`config.mk`:
```
export PLATFORM = sky130hd
export DESIGN_NAME = fit_policy_block_allocator
export DESIGN_NICKNAME = d
export VERILOG_FILES = /design/src/sv/fpba_pkg.sv /design/src/sv/fpba_fit_cmp.sv /design/src/sv/fit_policy_block_allocator.sv
export SDC_FILE = /design/constraint.sdc
export NUM_CORES = 1
export LEC_CHECK = 0
export ABC_AREA = 1
export BUFFER_PORTS_ARGS = -buffer_cell sky130_fd_sc_hd__buf_2
export CELL_PAD_IN_SITES_DETAIL_PLACEMENT = 2
export CELL_PAD_IN_SITES_GLOBAL_PLACEMENT = 2
export CORE_ASPECT_RATIO = 0.8
export CORE_MARGIN = 1
export CORE_UTILIZATION = 43
export DETAILED_ROUTE_END_ITERATION = 12
export HOLD_SLACK_MARGIN = 0.12
export PLACE_DENSITY_LB_ADDON = 0.1
export REMOVE_ABC_BUFFERS = 1
export SETUP_SLACK_MARGIN = 0.05
export SYNTH_ARGS = -nofsm -noshare
export SYNTH_HDL_FRONTEND = slang
export SYNTH_SLANG_ARGS = --single-unit
export TNS_END_PERCENT = 10
```
`constraint.sdc`:
```
create_clock -name clk -period 3.25 [get_ports clk]
set_input_delay 0.325 -clock clk [delete_from_list [all_inputs] [get_ports clk]]
set_output_delay 0.325 -clock clk [all_outputs]
set_load 0.05 [all_outputs]
```
`src/sv/fpba_pkg.sv`:
```
// Package for the fit-policy block allocator.
// Holds payload structs, command/policy/register codes and the sequencer states.
// No dependencies.
`timescale 1ns / 1ps

package fpba_pkg;

  localparam int NUM_BLOCKS_DEF = 16;
  localparam int AMOUNT_W       = 32;
  localparam int SEL_W          = 4;
  localparam int POLICY_W       = 2;
  localparam int COUNT_W        = 5;
  localparam int CFG_DATA_W     = 5;
  localparam int CFG_IDX_W      = 1;

  localparam logic CMD_LOAD  = 1'b0;
  localparam logic CMD_ALLOC = 1'b1;

  localparam logic [POLICY_W-1:0] POLICY_FIRST = 2'd0;
  localparam logic [POLICY_W-1:0] POLICY_BEST  = 2'd1;
  localparam logic [POLICY_W-1:0] POLICY_WORST = 2'd2;

  localparam logic [CFG_IDX_W-1:0] REG_FIT_POLICY  = 1'd0;
  localparam logic [CFG_IDX_W-1:0] REG_BLOCK_COUNT = 1'd1;

  typedef struct packed {
    logic                cmd;
    logic [SEL_W-1:0]    block_select;
    logic [AMOUNT_W-1:0] amount;
  } alloc_item_t;

  typedef struct packed {
    logic                granted;
    logic [SEL_W-1:0]    chosen_block;
    logic [AMOUNT_W-1:0] left_over;
  } alloc_result_t;

  typedef enum logic [1:0] {
    S_IDLE,
    S_SCAN,
    S_WB
  } seq_state_t;

endpackage

```
`src/sv/fpba_fit_cmp.sv`:
```
// Shared compare unit: decides whether a scanned block replaces the current pick.
// Depends on fpba_pkg.
`timescale 1ns / 1ps

module fpba_fit_cmp import fpba_pkg::*; (
  input  logic [POLICY_W-1:0] policy,
  input  logic [AMOUNT_W-1:0] cap,
  input  logic [AMOUNT_W-1:0] amount,
  input  logic [AMOUNT_W-1:0] best,
  input  logic                have,
  output logic                take
);

  logic fits;
  logic prefers;

  assign fits = (cap >= amount);

  always_comb begin
    case (policy)
      POLICY_BEST:  prefers = (cap < best);
      POLICY_WORST: prefers = (cap > best);
      default:      prefers = 1'b0;
    endcase
  end

  assign take = fits && (!have || prefers);

endmodule

```
`src/sv/fit_policy_block_allocator.sv`:
```
// Fit-policy block allocator top level: capacity memory, scan sequencer, config.
// Depends on fpba_pkg and fpba_fit_cmp.
//
//  channel | signals                      | transfer
//  --------+------------------------------+------------------------------------
//  input   | start, busy, item            | start high and busy low at clk edge
//  result  | done, result                 | done high for one cycle, no stall
//  config  | cfg_we, cfg_index, cfg_data  | cfg_we high at clk edge
//
// A load is taken while idle; its result appears the next cycle and busy stays low.
// An allocate holds busy through scan and write-back. The scan reads the first used
// blocks (used = min(block_count, NUM_BLOCKS)) one at a time through the single read
// port and comparator, then does the last compare and one empty check (only the check
// when no block is in use). The result appears in the cycle after write-back.
// Synchronous active-high reset clears control state; the capacity memory is
// not cleared. The result side cannot stall; results are shown exactly once.
`timescale 1ns / 1ps

module fit_policy_block_allocator import fpba_pkg::*; #(
  parameter int NUM_BLOCKS = NUM_BLOCKS_DEF
) (
  input  logic                  clk,
  input  logic                  rst,
  input  logic                  start,
  output logic                  busy,
  input  alloc_item_t           item,
  output logic                  done,
  output alloc_result_t         result,
  input  logic                  cfg_we,
  input  logic [CFG_IDX_W-1:0]  cfg_index,
  input  logic [CFG_DATA_W-1:0] cfg_data
);

  localparam int IDX_W = (NUM_BLOCKS > 1) ? $clog2(NUM_BLOCKS) : 1;
  localparam int CNT_W = $clog2(NUM_BLOCKS + 1);

  logic [AMOUNT_W-1:0] mem [NUM_BLOCKS];
  logic [AMOUNT_W-1:0] rd_data;
  logic                mem_we;
  logic [IDX_W-1:0]    mem_waddr;
  logic [AMOUNT_W-1:0] mem_wdata;

  logic [POLICY_W-1:0] fit_policy;
  logic [COUNT_W-1:0]  block_count;

  seq_state_t          state;
  seq_state_t          state_next;
  alloc_item_t         req;
  logic [CNT_W-1:0]    addr;
  logic                cmp_vld;
  logic [IDX_W-1:0]    cmp_idx;
  logic                found;
  logic [IDX_W-1:0]    pick;
  logic [AMOUNT_W-1:0] best_cap;
  logic [CNT_W-1:0]    used;
  logic                accept;
  logic                load_ok;
  logic                scan_rd;
  logic                take;
  logic [AMOUNT_W-1:0] new_cap;

  assign busy    = (state != S_IDLE);
  assign accept  = start && !busy;
  assign load_ok = (32'(item.block_select) < 32'(NUM_BLOCKS));
  assign scan_rd = (state == S_SCAN) && (addr < used);
  assign new_cap = best_cap - req.amount;

  always_comb begin
    if (32'(block_count) > 32'(NUM_BLOCKS)) begin
      used = CNT_W'(NUM_BLOCKS);
    end else begin
      used = CNT_W'(block_count);
    end
  end

  // config registers
  always_ff @(posedge clk) begin
    if (rst) begin
      fit_policy  <= POLICY_FIRST;
      block_count <= COUNT_W'(NUM_BLOCKS_DEF);
    end else if (cfg_we) begin
      unique case (cfg_index)
        REG_FIT_POLICY:  fit_policy  <= cfg_data[POLICY_W-1:0];
        REG_BLOCK_COUNT: block_count <= cfg_data[COUNT_W-1:0];
        default: ;
      endcase
    end
  end

  // capacity memory: one write port, one registered read port
  always_comb begin
    mem_we    = 1'b0;
    mem_waddr = IDX_W'(item.block_select);
    mem_wdata = item.amount;
    if (accept && item.cmd == CMD_LOAD && load_ok) begin
      mem_we = 1'b1;
    end else if (state == S_WB && found) begin
      mem_we    = 1'b1;
      mem_waddr = pick;
      mem_wdata = new_cap;
    end
  end

  always_ff @(posedge clk) begin
    if (mem_we) begin
      mem[mem_waddr] <= mem_wdata;
    end
    rd_data <= mem[addr[IDX_W-1:0]];
  end

  fpba_fit_cmp u_cmp (
    .policy (fit_policy),
    .cap    (rd_data),
    .amount (req.amount),
    .best   (best_cap),
    .have   (found),
    .take   (take)
  );

  // sequencer
  always_ff @(posedge clk) begin
    if (rst) begin
      state <= S_IDLE;
    end else begin
      state <= state_next;
    end
  end

  always_comb begin
    state_next = state;
    unique case (state)
      S_IDLE: begin
        if (accept && item.cmd == CMD_ALLOC) begin
          state_next = S_SCAN;
        end
      end
      S_SCAN: begin
        if (!scan_rd && !cmp_vld) begin
          state_next = S_WB;
        end
      end
      S_WB:    state_next = S_IDLE;
      default: state_next = S_IDLE;
    endcase
  end

  always_ff @(posedge clk) begin
    if (rst) begin
      done    <= 1'b0;
      cmp_vld <= 1'b0;
      found   <= 1'b0;
    end else begin
      done <= 1'b0;
      unique case (state)
        S_IDLE: begin
          if (accept) begin
            req     <= item;
            addr    <= '0;
            cmp_vld <= 1'b0;
            found   <= 1'b0;
            if (item.cmd == CMD_LOAD) begin
              done                <= 1'b1;
              result.granted      <= 1'b0;
              result.chosen_block <= item.block_select;
              result.left_over    <= load_ok ? item.amount : '0;
            end
          end
        end
        S_SCAN: begin
          if (scan_rd) begin
            addr <= addr + CNT_W'(1);
          end
          cmp_vld <= scan_rd;
          cmp_idx <= addr[IDX_W-1:0];
          if (cmp_vld && take) begin
            found    <= 1'b1;
            pick     <= cmp_idx;
            best_cap <= rd_data;
          end
        end
        S_WB: begin
          done <= 1'b1;
          if (found) begin
            result.granted      <= 1'b1;
            result.chosen_block <= SEL_W'(pick);
            result.left_over    <= new_cap;
          end else begin
            result.granted      <= 1'b0;
            result.chosen_block <= '0;
            result.left_over    <= '0;
          end
        end
        default: ;
      endcase
    end
  end

  a_done_src: assert property (@(posedge clk) disable iff (rst)
    done |-> $past(state == S_WB || (accept && item.cmd == CMD_LOAD)))
    else $error("result strobe without a finished transfer");

  a_wb_done: assert property (@(posedge clk) disable iff (rst)
    state == S_WB |=> (state == S_IDLE && done))
    else $error("write-back did not deliver a result");

  a_cmp_scan: assert property (@(posedge clk) disable iff (rst)
    cmp_vld |-> state == S_SCAN)
    else $error("compare pending outside scan");

  a_done_idle: assert property (@(posedge clk) disable iff (rst)
    done |-> !busy)
    else $error("result shown while busy");

endmodule

```
==> implementation parameters <==
Parameter                              Value

STA
  Tightest slew margin relative to the limit    38.0%
  Worst slew pin tran    slightly above 0.9 ns
  Achievable Freq    between 300 and 400 MHz
  Final hold viol count    0
  Final critical-path required period    around 3.2 ns
  Max Slew Vio Count    0
  Unrepaired setup endpoints after global routing    false
  Final worst-path setup slack    0.0969 ns
  Max Clock Skew    0.0308 ns
  Setup-failing EPs final    0
  Share of the clock period used by the worst path after layout    a little over nine tenths

Route
  Total number of vias    about 21000
  Average routed wire per standard cell    between 30 and 40 um
  Via/cell ratio    approximately 6
  First-pass DRT Iterations    5
  Residual DRC count    0
  Starting DRC count in detailed routing    roughly 1600
  Post-detailed-routing wire length    about 110000 um
  Residual antenna-violating net count after detailed routing    0

Power and ir drop
  Areal power density over the cells    about 600 nW/um2
  Total power of the final layout    approximately 0.020 W
  Share of power burned in the clock network    between 40% and 50%
  Share of power burned in registers    a little under 50%
  Largest vdd supply drop    between 0.4 and 0.5 mV
  Leakage component of the power    12.3 nW
  Comb pwr share    slightly below 10%
  Share of total power consumed by net switching    about a quarter
  Cell Int Power    ~0.015 W
  Net load switching power    0.00513 W

Placed design
  Input/output buffers    85
  Sum of net half-perimeters after detailed placement    around 67000 um
  Setup slack after placement    around 0.075 ns
  RePlAce Congestion    between 0.8 and 0.9
  Total cell area at the placement stage    slightly above 30000 um2

Clock network
  Reg clk slew, reported paths    roughly 0.06 ns
  Max clock buf depth    3
  Insertion delay to the later sink of the worst-skew pair    roughly 0.64 ns
  Number of H-tree branching levels    3
  Clock tree root driver cell    sky130_fd_sc_hd__clkbuf_16
  Clock buffer count from CTS    72
  TritonCTS clock tree    done
  Number of clock sinks    670

Worst setup path
  Reg2Reg Capture Point    mem[13][15]
  Worst r2r path cells    10
  Critical-path top delay cell    sky130_fd_sc_hd__nand2_1
  Reg-to-reg setup timing slack    roughly 0.097 ns
  Critical path's most frequent cell    sky130_fd_sc_hd__nand2_1
  Slowest cell delay on critical path    roughly 0.48 ns
  Required time at the endpoint of the critical path    around 3.5 ns
  Critical Path AT    roughly 3.4 ns
  Endpoint type of the worst setup path    register
  Combined buffer and inverter count along the critical path    1
  Launch instance of the worst register-to-register path    req[2]
  Setup crit start kind    register
  Crit Path Max Fanout    16
  Crit Path Category    register to register
  Cells along the critical path    inv_1, ha_1, a21oi_1, nand2_1, nand2_1, nand3_2, nand2_1, nand3_1, o21ai_0, nand2_1
  CP top delay family    simple AND/OR/NAND/NOR gates

Floorplanning
  # IOs    86
  Placeable core area    65900 um2
  Number of standard-cell rows in the floorplan    between 80 and 90
  Area enclosed by the die boundary    67900 um2
  Die extent in x    a little under 300 um
  Height of the die    roughly 230 um
  Initial standard-cell utilization of the core    43.6%

Min path
  Hold Path Sink    block_count[3]
  Hold Path Origin    cfg_we
  Classification of the worst-slack hold path    input port to register
  Hold path depth    4

Logic synthesis
  Cells after Synth    ~2400
  Count of different cell masters after synthesis    between 40 and 50
  Synthesis-stage register bit count    670
  Fraction of registers with async set/reset    0%
  Fraction of the yosys area taken by sequential cells    between 60 and 70%
  Number of enable-type register cells in the synthesized netlist    around 630
  Dominant register cell in the synthesized netlist    sky130_fd_sc_hd__edfxtp_1
  Mean cell area of the mapped netlist    approximately 12 um2
  YS warnings    0
  Post-synth design cell area    roughly 29000 um2

Final layout
  Core utilization of the finished layout    51.0%
  Layout cells sized above 1    between 10% and 20%
  Final instance area    33600 um2
  Post-layout net count    ~2700
  Number of fill cells in the layout    ~6400
  Layout overhead on the synthesized area    17.0%
  Diode count    0

Global routing
  Pin count of the biggest net entering global routing    ~110
  Met2 usage    56.0%
  Total overflow reported by the global router    0
  Global-route track usage on met3    roughly 4.4%
  Most utilized layer in the global route result    met2
  First-pass GRT wire length    157000 um
  Number of global-route vias before repair    around 23000
  Antenna violations before repair    1
  Met1 capacity usage during global routing    between 40% and 50%
  Global-route usage over all layers    between 30% and 40%

Outcome
  Run status    complete, no violations

Run
  Count of max-cap constraint violations    0
[Yosys cell counts, types with 3 or more instances]
master	instances	area [um2]
sky130_fd_sc_hd__a21o_1	6	45.0
sky130_fd_sc_hd__a21oi_1	149	746
sky130_fd_sc_hd__a21oi_2	4	35.0
sky130_fd_sc_hd__a221oi_1	37	324
sky130_fd_sc_hd__buf_2	41	205
sky130_fd_sc_hd__buf_4	4	30.0
sky130_fd_sc_hd__clkbuf_1	58	218
sky130_fd_sc_hd__dfxtp_1	44	881
sky130_fd_sc_hd__edfxtp_1	626	18800
sky130_fd_sc_hd__ha_1	102	1280
sky130_fd_sc_hd__inv_1	151	567
sky130_fd_sc_hd__inv_2	8	30.0
sky130_fd_sc_hd__nand2_1	418	1570
sky130_fd_sc_hd__nand2_2	6	37.5
sky130_fd_sc_hd__nand3_1	96	480
sky130_fd_sc_hd__nand3_2	4	40.0
sky130_fd_sc_hd__nand4_1	38	238
sky130_fd_sc_hd__nor2_1	213	800
sky130_fd_sc_hd__nor2_2	4	25.0
sky130_fd_sc_hd__nor2_4	4	45.0
sky130_fd_sc_hd__nor3_1	9	45.0
sky130_fd_sc_hd__o211ai_1	3	22.5
sky130_fd_sc_hd__o21a_1	10	75.1
sky130_fd_sc_hd__o21ai_0	193	966
sky130_fd_sc_hd__o21ai_1	68	340
sky130_fd_sc_hd__o21ai_2	3	26.3
sky130_fd_sc_hd__o21bai_1	4	30.0
sky130_fd_sc_hd__o221ai_1	27	236
sky130_fd_sc_hd__o22ai_1	38	238
sky130_fd_sc_hd__or2_2	3	18.8
sky130_fd_sc_hd__xnor2_1	6	52.6
sky130_fd_sc_hd__xor2_1	9	78.8
[area by class of cell]
class,count,area (um2),area share (%)
Multi-Input combinational cell,1473,8150,24.2
Sequential cell,670,19700,58.5
Clock buffer,98,2020,6.01
Tap cell,860,1080,3.20
Inverter,161,609,1.81
Clock inverter,27,289,0.859
Timing Repair Buffer,214,1820,5.40
[registers in the layout, indices dropped and copies added, names as in the netlist]
register / flops
state: 2
rd_data: 32
block_count: 5
addr: 5
req: 32
mem: 512
cmp_idx: 4
cmp_vld: 1
done: 1
found: 1
result: 37
best_cap: 32
pick: 4
fit_policy: 2
[cell usage in the layout (no fill, tap or decap), types with 6 or more instances in the layout]
master / netlist / final
sky130_fd_sc_hd__edfxtp_1: 626 / 626
sky130_fd_sc_hd__nand2_1: 418 / 411
sky130_fd_sc_hd__nor2_1: 213 / 195
sky130_fd_sc_hd__o21ai_0: 193 / 191
sky130_fd_sc_hd__inv_1: 151 / 150
sky130_fd_sc_hd__a21oi_1: 149 / 148
sky130_fd_sc_hd__ha_1: 102 / 102
sky130_fd_sc_hd__nand3_1: 96 / 95
sky130_fd_sc_hd__buf_2: 41 / 85
sky130_fd_sc_hd__clkbuf_16: 0 / 73
sky130_fd_sc_hd__o21ai_1: 68 / 68
sky130_fd_sc_hd__buf_4: 4 / 57
sky130_fd_sc_hd__dlygate4sd3_1: 0 / 47
sky130_fd_sc_hd__dfxtp_1: 44 / 44
sky130_fd_sc_hd__nand4_1: 38 / 38
sky130_fd_sc_hd__o22ai_1: 38 / 38
sky130_fd_sc_hd__a221oi_1: 37 / 37
sky130_fd_sc_hd__o221ai_1: 27 / 27
sky130_fd_sc_hd__buf_12: 0 / 24
sky130_fd_sc_hd__nor2_4: 4 / 21
sky130_fd_sc_hd__clkbuf_1: 58 / 15
sky130_fd_sc_hd__nand2_2: 6 / 12
sky130_fd_sc_hd__o21a_1: 10 / 10
sky130_fd_sc_hd__clkbuf_8: 1 / 10
sky130_fd_sc_hd__nor3_1: 9 / 9
sky130_fd_sc_hd__xor2_1: 9 / 9
sky130_fd_sc_hd__clkinv_1: 2 / 9
sky130_fd_sc_hd__inv_2: 8 / 8
sky130_fd_sc_hd__clkinv_2: 0 / 8
sky130_fd_sc_hd__a21o_1: 6 / 6
sky130_fd_sc_hd__xnor2_1: 6 / 6
[metal layers]
metal	vias to the layer above	wire [um]
met5	-	0
met4	0	3260
met3	187	4870
met2	612	53800
met1	11100	45400
li1	9094	-
[timing repair]
| item | in CTS | in global routing |
|---|---|---|
| gates cloned | 0 | 0 |
| pin swaps | 0 | 0 |
| endpoints found under the setup margin | 32 | 163 |
| setup buffers | 0 | 0 |
| resized for setup | 1 | 11 |
| hold buffers | 47 | 0 |
| hold endpoints to repair | 65 | 0 |
[cell families (layout without fill, tap and decap cells)]
| family | after synthesis | after routing | synth area share (%) |
|---|---|---|---|
| flops | 670 | 670 | 68.5 |
| fa+ha+maj | 103 | 103 | 4.51 |
| xor+xnor | 15 | 15 | 0.457 |
| simple gates | 806 | 806 | 11.8 |
| compound gates | 549 | 549 | 11.0 |
| buf+inv | 268 | 500 | 3.82 |
[metrics by stage]
step / hold WS, ns / cells / setup TNS, ns
after floorplan: 0.394 / 2304 / -511.52
after global placement: 0.406 / 3331 / 0
after detailed placement: 0.409 / 3331 / 0
after CTS: 0.121 / 3503 / 0
after global routing: 0.183 / 3503 / 0
final: 0.177 / 3503 / 0
[worst max path at each step]
stage,from,cells past startpoint,to
after global routing,best_cap[0],15,mem[10][26]
final,req[2],10,mem[13][15]
after detailed placement,req[0],14,mem[5][22]
after global placement,req[15],11,best_cap[4]
after floorplan,addr[0],5,addr[0]
after CTS,best_cap[0],15,mem[10][26]
[power by group through the flow]
stage | clock network, W | registers [W] | logic, W
floorplan | 0 | 0.0100 | 0.000933
global placement | 0 | 0.00992 | 0.00177
detailed placement | 0 | 0.00993 | 0.00189
CTS | 0.00840 | 0.00976 | 0.00197
global route | 0.00869 | 0.00976 | 0.00214
finish | 0.00832 | 0.00976 | 0.00199
[worst min-delay path: stages]
cell and delay, ns:
sky130_fd_sc_hd__buf_2 0.11, sky130_fd_sc_hd__nand2_1 0.14, sky130_fd_sc_hd__o21ai_0 0.11, sky130_fd_sc_hd__nor2_1 0.09
No activity file was read; power rests on OpenSTA's default activity.
